**src/rtl/core/integer_field_formatter_unit_defines.svh**
```systemverilog
// ----------------------------------------------------------------------------
// Integer field formatter assertion macros
// Shared concurrent assertion macros for the formatter RTL. The checking forms
// are compiled out when SYNTHESIS is defined.
// ----------------------------------------------------------------------------
`ifndef INTEGER_FIELD_FORMATTER_UNIT_DEFINES_SVH
`define INTEGER_FIELD_FORMATTER_UNIT_DEFINES_SVH

`ifndef SYNTHESIS
// Checks a property on every rising edge of clk_i while out of reset.
`define IFF_ASSERT(lbl, prop, msg) \
  lbl: assert property (@(posedge clk_i) disable iff (!rst_ni) prop) else $error(msg);
// Checks that a condition never holds.
`define IFF_ASSERT_NEVER(lbl, cond, msg) `IFF_ASSERT(lbl, !(cond), msg)
`else
`define IFF_ASSERT(lbl, prop, msg)
`define IFF_ASSERT_NEVER(lbl, cond, msg)
`endif

`endif

```
**src/rtl/core/iff_pkg.sv**
```systemverilog
// ----------------------------------------------------------------------------
// Integer field formatter package
// Types, constants and the digit-to-ASCII function of the formatter.
// ----------------------------------------------------------------------------
`default_nettype none

package iff_pkg;

  localparam int VALUE_W    = 32;
  localparam int BCD_DIGITS = 10;
  localparam int BCD_W      = 4 * BCD_DIGITS;
  localparam int SRC_W      = 40;

  // Digit counts before leading-zero removal.
  localparam int ND_DEC = BCD_DIGITS;
  localparam int ND_OCT = 11;
  localparam int ND_BIN = 32;
  localparam int ND_HEX = 8;

  localparam logic [7:0] CH_SPACE = 8'h20;
  localparam logic [7:0] CH_MINUS = 8'h2D;
  localparam logic [7:0] CH_ZERO  = 8'h30;

  typedef enum logic [2:0] {
    KIND_SDEC = 3'd0,
    KIND_UDEC = 3'd1,
    KIND_OCT  = 3'd2,
    KIND_BIN  = 3'd3,
    KIND_HEX  = 3'd4,
    KIND_CHAR = 3'd5
  } kind_e;

  typedef enum logic [1:0] {
    DSZ_1 = 2'd0,
    DSZ_3 = 2'd1,
    DSZ_4 = 2'd2
  } dsz_e;

  typedef enum logic [2:0] {
    ST_IDLE,
    ST_CONV,
    ST_NORM,
    ST_SETUP,
    ST_EMIT
  } state_e;

  // Lowercase hexadecimal digit set.
  function automatic logic [7:0] digit_char(input logic [3:0] dig);
    logic [7:0] ch;
    if (dig < 4'd10) begin
      ch = 8'h30 + {4'd0, dig};
    end else begin
      ch = 8'h57 + {4'd0, dig};
    end
    return ch;
  endfunction

endpackage

`default_nettype wire

```
**src/rtl/core/integer_field_formatter_unit.sv**
```systemverilog
// ----------------------------------------------------------------------------
// Integer field formatter
// Formats one 32-bit value as a padded field of ASCII characters, one
// character word per output strobe.
// ----------------------------------------------------------------------------
// Usage: drive kind_i, value_i, width_i and min_digits_i and raise start. The
// word is taken at a rising edge where start is high and busy is low. The
// field then leaves one character per cycle on character_o, each marked by a
// one-cycle valid_o pulse; last_o is high on the final character. The
// receiver cannot stall, so every character appears exactly once.
// Decimal kinds first run a bit-serial binary-to-BCD conversion and then hand
// the digits over. The numeric kinds then strip leading zero digits one digit
// per cycle (up to 9 for decimal, 31 for binary), stop at the first nonzero
// digit, pass a setup state and emit max(width, min_digits, sign + digits)
// characters, one per cycle. A word keeps the block busy until its last
// character is issued, and no new word is taken before then. A single
// character word returns its one character in the cycle after acceptance;
// the unused kinds are accepted and produce nothing. Reset returns the
// block to idle and drops any field in progress.
// ----------------------------------------------------------------------------
`default_nettype none

`include "integer_field_formatter_unit_defines.svh"

module integer_field_formatter_unit #(
  parameter int MAX_FIELD = 63
) (
  input  wire logic        clk_i,
  input  wire logic        rst_ni,
  input  wire logic        start,
  output logic             busy,
  input  wire logic [2:0]  kind_i,
  input  wire logic [31:0] value_i,
  input  wire logic [5:0]  width_i,
  input  wire logic [5:0]  min_digits_i,
  output logic             valid_o,
  output logic [7:0]       character_o,
  output logic             last_o
);

  localparam int CW    = $clog2(MAX_FIELD + 1);
  localparam int SRC_W = iff_pkg::SRC_W;

  iff_pkg::state_e state_q, state_d;
  iff_pkg::dsz_e   dsz_q, dsz_d;

  // Digits are held left-aligned; the top digit is always the next one out.
  logic [SRC_W-1:0] src_q, src_d, src_shift;
  logic [CW-1:0]    nd_q, nd_d;
  logic [CW-1:0]    width_q, width_d;
  logic [CW-1:0]    mind_q, mind_d;
  logic [CW-1:0]    dlen_q, dlen_d;
  logic [CW-1:0]    rem_q, rem_d;
  logic             neg_q, neg_d;
  logic             valid_q, valid_d;
  logic [7:0]       char_q, char_d;
  logic             last_q, last_d;

  logic                         accept;
  logic                         neg_in;
  logic [31:0]                  mag;
  logic                         bcd_start, bcd_done;
  logic [iff_pkg::BCD_W-1:0]    bcd;
  logic [3:0]                   top_dig;
  logic [CW-1:0]                width_cl, mind_cl, cnt, dlen, total;

  assign accept = start && !busy;
  assign neg_in = (kind_i == iff_pkg::KIND_SDEC) && value_i[31];
  assign mag    = neg_in ? (~value_i + 32'd1) : value_i;

  assign bcd_start = accept &&
                     (kind_i == iff_pkg::KIND_SDEC || kind_i == iff_pkg::KIND_UDEC);

  iff_bcd u_bcd (
    .clk_i  (clk_i),
    .rst_ni (rst_ni),
    .start_i(bcd_start),
    .bin_i  (mag),
    .done_o (bcd_done),
    .bcd_o  (bcd)
  );

  // Paddings are limited to the largest field the counters can describe.
  assign width_cl = (CW'(width_i) > CW'(MAX_FIELD)) ? CW'(MAX_FIELD) : CW'(width_i);
  assign mind_cl  = (CW'(min_digits_i) > CW'(MAX_FIELD)) ? CW'(MAX_FIELD)
                                                         : CW'(min_digits_i);

  always_comb begin
    case (dsz_q)
      iff_pkg::DSZ_1: begin
        top_dig   = {3'd0, src_q[SRC_W-1]};
        src_shift = {src_q[SRC_W-2:0], 1'b0};
      end
      iff_pkg::DSZ_3: begin
        top_dig   = {1'b0, src_q[SRC_W-1 -: 3]};
        src_shift = {src_q[SRC_W-4:0], 3'd0};
      end
      default: begin
        top_dig   = src_q[SRC_W-1 -: 4];
        src_shift = {src_q[SRC_W-5:0], 4'd0};
      end
    endcase
  end

  // The minus sign counts as a digit toward the minimum digit count.
  assign cnt   = nd_q + CW'(neg_q);
  assign dlen  = (mind_q > cnt) ? mind_q : cnt;
  assign total = (width_q > dlen) ? width_q : dlen;

  always_comb begin
    state_d = state_q;
    dsz_d   = dsz_q;
    src_d   = src_q;
    nd_d    = nd_q;
    width_d = width_q;
    mind_d  = mind_q;
    dlen_d  = dlen_q;
    rem_d   = rem_q;
    neg_d   = neg_q;
    valid_d = 1'b0;
    char_d  = char_q;
    last_d  = last_q;
    case (state_q)
      iff_pkg::ST_IDLE: begin
        if (accept) begin
          neg_d   = neg_in;
          width_d = width_cl;
          mind_d  = mind_cl;
          case (kind_i)
            iff_pkg::KIND_SDEC, iff_pkg::KIND_UDEC: begin
              state_d = iff_pkg::ST_CONV;
            end
            iff_pkg::KIND_OCT: begin
              src_d   = {1'b0, value_i, 7'd0};
              nd_d    = CW'(iff_pkg::ND_OCT);
              dsz_d   = iff_pkg::DSZ_3;
              state_d = iff_pkg::ST_NORM;
            end
            iff_pkg::KIND_BIN: begin
              src_d   = {value_i, 8'd0};
              nd_d    = CW'(iff_pkg::ND_BIN);
              dsz_d   = iff_pkg::DSZ_1;
              state_d = iff_pkg::ST_NORM;
            end
            iff_pkg::KIND_HEX: begin
              src_d   = {value_i, 8'd0};
              nd_d    = CW'(iff_pkg::ND_HEX);
              dsz_d   = iff_pkg::DSZ_4;
              state_d = iff_pkg::ST_NORM;
            end
            iff_pkg::KIND_CHAR: begin
              valid_d = 1'b1;
              char_d  = value_i[7:0];
              last_d  = 1'b1;
            end
            default: begin
              // Unused kinds produce no characters.
            end
          endcase
        end
      end
      iff_pkg::ST_CONV: begin
        if (bcd_done) begin
          src_d   = bcd;
          nd_d    = CW'(iff_pkg::ND_DEC);
          dsz_d   = iff_pkg::DSZ_4;
          state_d = iff_pkg::ST_NORM;
        end
      end
      iff_pkg::ST_NORM: begin
        // Drop leading zero digits, keeping at least one digit.
        if (top_dig == 4'd0 && nd_q > CW'(1)) begin
          src_d = src_shift;
          nd_d  = nd_q - CW'(1);
        end else begin
          state_d = iff_pkg::ST_SETUP;
        end
      end
      iff_pkg::ST_SETUP: begin
        dlen_d  = dlen;
        rem_d   = total;
        state_d = iff_pkg::ST_EMIT;
      end
      iff_pkg::ST_EMIT: begin
        valid_d = 1'b1;
        last_d  = (rem_q == CW'(1));
        if (rem_q > dlen_q) begin
          char_d = iff_pkg::CH_SPACE;
        end else if (neg_q && rem_q == dlen_q) begin
          char_d = iff_pkg::CH_MINUS;
        end else if (rem_q > nd_q) begin
          char_d = iff_pkg::CH_ZERO;
        end else begin
          char_d = iff_pkg::digit_char(top_dig);
          src_d  = src_shift;
        end
        rem_d = rem_q - CW'(1);
        if (rem_q == CW'(1)) begin
          state_d = iff_pkg::ST_IDLE;
        end
      end
      default: begin
        state_d = iff_pkg::ST_IDLE;
      end
    endcase
  end

  always_ff @(posedge clk_i or negedge rst_ni) begin
    if (!rst_ni) begin
      state_q <= iff_pkg::ST_IDLE;
      valid_q <= 1'b0;
      rem_q   <= '0;
    end else begin
      state_q <= state_d;
      valid_q <= valid_d;
      rem_q   <= rem_d;
    end
  end

  always_ff @(posedge clk_i) begin
    dsz_q   <= dsz_d;
    src_q   <= src_d;
    nd_q    <= nd_d;
    width_q <= width_d;
    mind_q  <= mind_d;
    dlen_q  <= dlen_d;
    neg_q   <= neg_d;
    char_q  <= char_d;
    last_q  <= last_d;
  end

  assign busy        = (state_q != iff_pkg::ST_IDLE);
  assign valid_o     = valid_q;
  assign character_o = char_q;
  assign last_o      = last_q;

  // A character that is not the final one always belongs to a field still in
  // progress, so the block must still report busy.
  `IFF_ASSERT(a_mid_field_busy, valid_o && !last_o |-> busy, "mid-field char while idle")
  // An accepted single-character word returns exactly that character next cycle.
  `IFF_ASSERT(a_char_kind, start && !busy && kind_i == iff_pkg::KIND_CHAR |=> valid_o && last_o && character_o == $past(value_i[7:0]), "single character word mismatch")
  // Unused kinds leave the block idle and silent.
  `IFF_ASSERT(a_unused_kind, start && !busy && kind_i > iff_pkg::KIND_CHAR |=> !valid_o && !busy, "unused kind produced output")
  // The character counter never runs out while the field is being emitted.
  `IFF_ASSERT_NEVER(a_rem_underflow, state_q == iff_pkg::ST_EMIT && rem_q == '0, "field counter underflow")

endmodule

`default_nettype wire

```
**src/rtl/core/iff_bcd.sv**
```systemverilog
// ----------------------------------------------------------------------------
// Integer field formatter BCD converter
// Bit-serial shift-and-add-3 conversion of a 32-bit magnitude to ten BCD
// digits, one input bit per cycle.
// ----------------------------------------------------------------------------
`default_nettype none

module iff_bcd (
  input  wire logic                         clk_i,
  input  wire logic                         rst_ni,
  input  wire logic                         start_i,
  input  wire logic [iff_pkg::VALUE_W-1:0]  bin_i,
  output logic                              done_o,
  output logic [iff_pkg::BCD_W-1:0]         bcd_o
);

  localparam int CNT_W = $clog2(iff_pkg::VALUE_W);

  logic [iff_pkg::VALUE_W-1:0] bin_q, bin_d;
  logic [iff_pkg::BCD_W-1:0]   bcd_q, bcd_d, adj;
  logic [CNT_W-1:0]            cnt_q, cnt_d;
  logic                        run_q, run_d;
  logic                        done_q, done_d;

  // Every digit of five or more gets three added before the shift.
  always_comb begin
    for (int i = 0; i < iff_pkg::BCD_DIGITS; i++) begin
      adj[4*i +: 4] = (bcd_q[4*i +: 4] >= 4'd5) ? bcd_q[4*i +: 4] + 4'd3
                                                : bcd_q[4*i +: 4];
    end
  end

  always_comb begin
    bin_d  = bin_q;
    bcd_d  = bcd_q;
    cnt_d  = cnt_q;
    run_d  = run_q;
    done_d = 1'b0;
    if (start_i) begin
      bin_d = bin_i;
      bcd_d = '0;
      cnt_d = '0;
      run_d = 1'b1;
    end else if (run_q) begin
      bcd_d = {adj[iff_pkg::BCD_W-2:0], bin_q[iff_pkg::VALUE_W-1]};
      bin_d = {bin_q[iff_pkg::VALUE_W-2:0], 1'b0};
      cnt_d = cnt_q + 1'b1;
      if (cnt_q == CNT_W'(iff_pkg::VALUE_W - 1)) begin
        run_d  = 1'b0;
        done_d = 1'b1;
      end
    end
  end

  always_ff @(posedge clk_i or negedge rst_ni) begin
    if (!rst_ni) begin
      cnt_q  <= '0;
      run_q  <= 1'b0;
      done_q <= 1'b0;
    end else begin
      cnt_q  <= cnt_d;
      run_q  <= run_d;
      done_q <= done_d;
    end
  end

  always_ff @(posedge clk_i) begin
    bin_q <= bin_d;
    bcd_q <= bcd_d;
  end

  assign done_o = done_q;
  assign bcd_o  = bcd_q;

endmodule

`default_nettype wire

```
**config.mk**
```make
export PLATFORM = sky130hd
export DESIGN_NAME = integer_field_formatter_unit
export DESIGN_NICKNAME = d
export VERILOG_FILES = /design/src/rtl/core/iff_pkg.sv /design/src/rtl/core/integer_field_formatter_unit.sv /design/src/rtl/core/iff_bcd.sv
export VERILOG_INCLUDE_DIRS = /design/src /design/src/rtl/core
export SDC_FILE = /design/constraint.sdc
export NUM_CORES = 1
export LEC_CHECK = 0
export BUFFER_PORTS_ARGS = -buffer_cell sky130_fd_sc_hd__buf_2
export CORE_UTILIZATION = 40
export CTS_BUF_LIST = sky130_fd_sc_hd__clkbuf_2
export CTS_CLUSTER_SIZE = 24
export DETAILED_ROUTE_END_ITERATION = 8
export PLACE_DENSITY = 0.54
export SETUP_SLACK_MARGIN = 0.1
export SYNTH_ARGS = -nofsm -noshare
export SYNTH_HDL_FRONTEND = slang
export SYNTH_SLANG_ARGS = --single-unit
export TNS_END_PERCENT = 5
```
**constraint.sdc**
```tcl
create_clock -name clk_i -period 10.5 [get_ports clk_i]
set_input_delay 2.1 -clock clk_i [delete_from_list [all_inputs] [get_ports clk_i]]
set_output_delay 2.1 -clock clk_i [all_outputs]
set_load 0.1 [all_outputs]
```
# ---- After elaboration in Yosys (flattened, before gate mapping)
# Cells that the tools add are included.
dict set report word_totals {
  regBits 165
  inputBits 50
  out_inout_bits 11
}
dict set report classes {
  addsub 17
  magnitude_cmp 18
  n_eq_ne 25
  muxes 62
  n_bitwise 1
  reduce_logical 27
}
# op n
set ops {}
lappend ops {{$mux 40} 6}
lappend ops {{$pmux 40 s2} 2}
lappend ops {{$pmux 40 s4} 1}
lappend ops {{$mux 32} 3}
lappend ops {{$mux 8} 6}
lappend ops {{$ge 4x3->1 const B} 10}
lappend ops {{$add 4x2->4 const B} 9}
lappend ops {{$mux 4} 9}
lappend ops {{$pmux 6 s3} 2}
lappend ops {{$add 32x1->32 const B} 1}
lappend ops {{$not 32->32} 1}
lappend ops {{$mux 6} 5}
lappend ops {{$gt 6x6->1} 4}
lappend ops {{$pmux 8 s2} 1}
lappend ops {{$mux 3} 5}
lappend ops {{$pmux 3 s5} 1}
lappend ops {{$ne 2x2->1 const B} 7}
lappend ops {{$eq 3x2->1 const B} 4}
lappend ops {{$gt 6x6->1 const B} 2}
lappend ops {{$pmux 6 s2} 1}
lappend ops {{$sub 6x1->6 const B} 2}
lappend ops {{$mux 1} 10}
lappend ops {{$mux 5} 2}
lappend ops {{$reduce_and 5->1} 2}
lappend ops {{37 further kinds} 54}

# ---- Logic depth before layout (Yosys ltp)
dict set report logic_depth {
  word_depth 8
  mapped_depth 18
  depth_no_buf 17
}

# ---- By module
# From an unflattened synthesis, not the netlist that was laid out.
dict set report unflattened {
  hier_cells 1166
  area_unflattened_um2 11338.4
}
# module n_inst cells_each area_each_um2 seq_area_each_um2
set by_module_without_submodules {}
lappend by_module_without_submodules {integer_field_formatter_unit 1 767 7233.2 2532.4}
lappend by_module_without_submodules {iff_bcd 1 399 4105.2 1936.9}

# ---- Least setup slack after synthesis
# No wires, ideal clock.
dict set report synth_timing {
  path_kind {input to register}
  start {input port kind_i[0]}
  end {register src_q[0] (enable)}
  setup_ns 0.452
  arrival_ns 5.052
  path_slack_ns 4.996
  cell_stages 7
  path_buffers 1
  cell_sequence {or3b_1 buf_6 a21boi_0 mux2i_1 nor2_1 a21oi_1 o22ai_1}
}
dict set report synth_via {
  elab_chain_cells 4
  elab_cells_between_ends 6
}
# element line_no
set synth_lines {}
lappend synth_lines {{from (decl)} integer_field_formatter_unit.sv:32} ;# input wire logic [2:0] kind_i,
lappend synth_lines {{$eq 3x3->1 / $eq 3x2->1 (equally long branches)} integer_field_formatter_unit.sv:129} ;# case (kind_i)
lappend synth_lines {{$reduce_or 2->1 (no source line)} --}
lappend synth_lines {{$ne 3x2->1 (no source line) *} --}
lappend synth_lines {{$reduce_and 8->1 (no source line) *} --}
lappend synth_lines {{to (signal assigned)} integer_field_formatter_unit.sv:222} ;# src_q <= src_d;
lappend synth_lines {{to (decl)} integer_field_formatter_unit.sv:48} ;# logic [SRC_W-1:0] src_q, src_d, src_shift;
# Mark *: on every way between the ends. The rest lies on a longest branch, timed or not.
# A chain may end at the register's enable or synchronous reset.

# ---- Worst setup path after layout
dict set report layout_timing {
  start {register nd_q[0]}
  end {register rem_q[0]}
}
dict set report layout_via {
  elab_chain_cells 6
}
# element line_no
set layout_lines {}
lappend layout_lines {{from (decl)} integer_field_formatter_unit.sv:49} ;# logic [CW-1:0] nd_q, nd_d;
lappend layout_lines {{from (signal assigned)} integer_field_formatter_unit.sv:223} ;# nd_q <= nd_d;
lappend layout_lines {{$add 6x1->6 *} integer_field_formatter_unit.sv:106} ;# assign cnt = nd_q + CW'(neg_q);
lappend layout_lines {{$gt 6x6->1} integer_field_formatter_unit.sv:107} ;# assign dlen = (mind_q > cnt) ? mind_q : cnt;
lappend layout_lines {{$mux 6 *} integer_field_formatter_unit.sv:107}
lappend layout_lines {{$gt 6x6->1} integer_field_formatter_unit.sv:108} ;# assign total = (width_q > dlen) ? width_q : dlen;
lappend layout_lines {{$mux 6 *} integer_field_formatter_unit.sv:108}
lappend layout_lines {{$pmux 6 s2 *} integer_field_formatter_unit.sv:123} ;# case (state_q)
lappend layout_lines {{to (signal assigned)} integer_field_formatter_unit.sv:216} ;# rem_q <= rem_d;
lappend layout_lines {{to (decl)} integer_field_formatter_unit.sv:53} ;# logic [CW-1:0] rem_q, rem_d;
# Marks and branches as above.

==> metrics.txt <==
final hold violations 0; Worst Path Arrival 5.07 ns; worst r2r src nd_q[0]; Final Net Count 1322; Max Freq 227 MHz; first-pass GRT wire length 46700 µm; global-route total usage across every layer 21.0%; Synth Flop Type edfxtp_1; largest net degree at the start of global routing 75; fin crit period 4.41 ns; final clock skew 0.0463 ns; Worst Setup SP nd_q[0]; Critical R2R Capture rem_q[0]; RSZ-0062 raised after global routing no; Buffers on Ports 60; flops & latches, synth 165; final cell count without fillers 1574; TritonCTS Sinks 165; Buf/Inv on CP 0; slew margin rel. 29.5%; Post-synth EDFFs 108; Yosys top cell area share 29.3%; Synth cell types 64; DP Worst Slack 5.97 ns; number of antenna violations at the first check in global routing 1; Rows 60; Reg2Reg Setup Slack 6.09 ns; critical path class reg -> reg; detailed router's first-iteration violation count 790; Initial DRT Pass Iterations 7; Tcrit/Tclk final 42.0%; Synthesized Nets 1314; Max FO, Critical Path 11; worst r2r path cells 16; Mean Syn Cell Area 9.13 µm²; GRT overflow 0; hpwl dp 20100 µm; post-CTS resize count 0; CP dominant cell by count ha_1; Min-Delay Path Class reg -> reg; routed vias 8827; vias per inst 5.61; status completed; CP Depth 16; most frequent cell after synthesis o21ai_0; Die Area 28300 µm²; Worst setup SP type flop; core box area 27000 µm²; CP cell instances ha_1, ha_1, xnor2_1, ha_1, a21oi_1, a21oi_1, maj3_1, a22oi_4, mux2_2, ha_1, nand3_1, a21oi_1, a2111oi_0, nor2_1, nor2_1, a211o_1; vias in the first global route 8368; max_cap viols 0; CTS tree done; filler cell count 2642; family with the most delay on the worst path adder cells; chip width 168 µm; hold_ws 0.495 ns; clock slew at reported path FFs 0.25 ns; H-tree depth 4; leak pwr 4.77 nW; Setup WS post-layout 6.09 ns; CTS buffer count 17; slowest CP cell edfxtp_1; # DRC 0; ratio of cells with drive above 1 in the final layout 12.3%; setup tns final 0 ns; pwr/cell area 273 nW/µm²; CP Capture Point rem_q[0]; Cells after DPL 1541; cell accounting for the most synthesized area edfxtp_1; Final ANT Viol Nets 0; cell area after layout 11800 µm²; post-synthesis sequential area ratio 40.4%; Gate Count Post-Synth 1211; synthesized area 11100 µm²; count of pins over their slew limit 0; max incr delay on CP 0.55 ns; clk_lat worst skew 0.75 ns; Post-Place Cell Area 11600 µm²; DIE HEIGHT 168 µm; CP Data Required Time 11.16 ns; Layout area overhead 6.43%; cts-stage hold buffer count 0; synth top area cells edfxtp_1, mux2i_1, dfxtp_1; Synth async-reset ratio 10.3%; Final Wtd Congestion 0.841; Post-CTS Setup Bufs 0; Worst Max-Slew Pin Slew 1.05 ns; clock root cell clkbuf_2; Initial Util 40.9%; Critical Path Sink Type flop; worst hold path depth 2; # IOs 61; Post-Route WL 28800 µm; VDD IR max 0.0960 mV; most frequent cells after synthesis o21ai_0, nand2_1, edfxtp_1; Ys Warns 0; Routed WL per cell 18.3 µm; # setup viols final 0; clk buf depth 2
[area by class of cell]
class                           count  area (µm²)  share of cell area [%]
Clock buffer                       18        90.1                   0.765
Multi-Input combinational cell    902        6030                    51.2
Clock inverter                     14         116                   0.989
Timing Repair Buffer               75         413                    3.51
Inverter                           58         218                    1.85
Tap cell                          341         427                    3.62
Sequential cell                   165        4470                    38.0
Antenna cell                        1        2.50                  0.0213
[power by group]
part | internal [mW] | total (mW) | switching, mW | leakage (nW)
clock network | 0.0717 | 0.331 | 0.260 | 0.138
logic | 0.637 | 1.63 | 0.992 | 3.04
registers | 1.04 | 1.26 | 0.217 | 1.58
[sequential cells by signal (all words and copies together), names as in the netlist]
name / flops
last_o: 1
mind_q: 6
character_o: 8
src_q: 40
u_bcd.cnt_q: 5
nd_q: 6
valid_o: 1
neg_q: 1
rem_q: 6
u_bcd.done_o: 1
width_q: 6
u_bcd.run_q: 1
state_q: 3
dsz_q: 2
u_bcd.bcd_o: 40
u_bcd.bin_q: 32
dlen_q: 6
[cell families (layout without fill, tap and decap cells)]
logic type | count (synthesis) | in the layout | share of synthesized area, %
buf+inv | 144 | 165 | 5.29
compound gates | 351 | 351 | 19.3
other cells | 0 | 1 | 0
flops | 165 | 165 | 40.4
fa+ha+maj | 55 | 55 | 6.18
mux | 118 | 118 | 11.2
simple gates | 322 | 322 | 13.2
xor+xnor | 56 | 56 | 4.43
[per-layer routing]
| layer | global-route usage, % | up-vias | share of wire, % |
|---|---|---|---|
| met2 | 30.8 | 205 | 42 |
| met3 | 2.89 | 19 | 4.5 |
| met5 | 0 | - | 0 |
| met4 | 4.70 | 0 | 1.1 |
| li1 | - | 4394 | - |
| met1 | 32.4 | 4209 | 52 |
[how the worst min path moves through the flow]
stage,from,endpoint,slack (ns)
final,u_bcd.bcd_o[39],u_bcd.bcd_o[39],0.50
after CTS,u_bcd.bcd_o[39],u_bcd.bcd_o[39],0.49
after detailed placement,u_bcd.bcd_o[39],u_bcd.bcd_o[39],0.46
after floorplan,u_bcd.bcd_o[39],u_bcd.bcd_o[39],0.44
after global placement,u_bcd.bcd_o[39],u_bcd.bcd_o[39],0.46
after global routing,u_bcd.bcd_o[39],u_bcd.bcd_o[39],0.53
[tightest hold or removal path: cells and delay by family, from the launching register on]
family	cells	cell delay [ns]
compound gates	1	0.05
simple gates	1	0.06
flops	1	0.38
[layout by cell type (no fill, tap or decap), drive strengths merged, types with 4 or more instances in the layout]
cell,netlist,routed
nor4,5,5
clkbuf,66,18
xor2,14,14
mux2,30,30
nand3b,7,7
o22ai,8,8
nor2,95,95
xnor2,42,42
a211oi,8,8
o21a,5,5
nor3,22,22
nor3b,7,7
clkinv,1,7
and3,5,5
a2bb2oi,31,31
nand4,4,4
a21oi,73,73
a21o,7,7
nand2b,14,14
ha,53,53
dfrtp,17,17
nor2b,5,5
nand3,22,22
edfxtp,108,108
dfxtp,40,40
or3,4,4
o21ai,149,149
and2,7,7
a22oi,33,33
inv,57,65
o31ai,4,4
nand2,118,118
mux2i,88,88
a31oi,10,10
buf,20,75
[through the flow]
step                      utilization, %  power [mW]
after CTS                           43.5        3.24
after global routing                43.6        3.53
after floorplan                        -        2.48
after detailed placement            42.8        2.90
after global placement              42.8        2.87
final                               43.6        3.22
No activity file was read; power rests on OpenSTA's default activity.
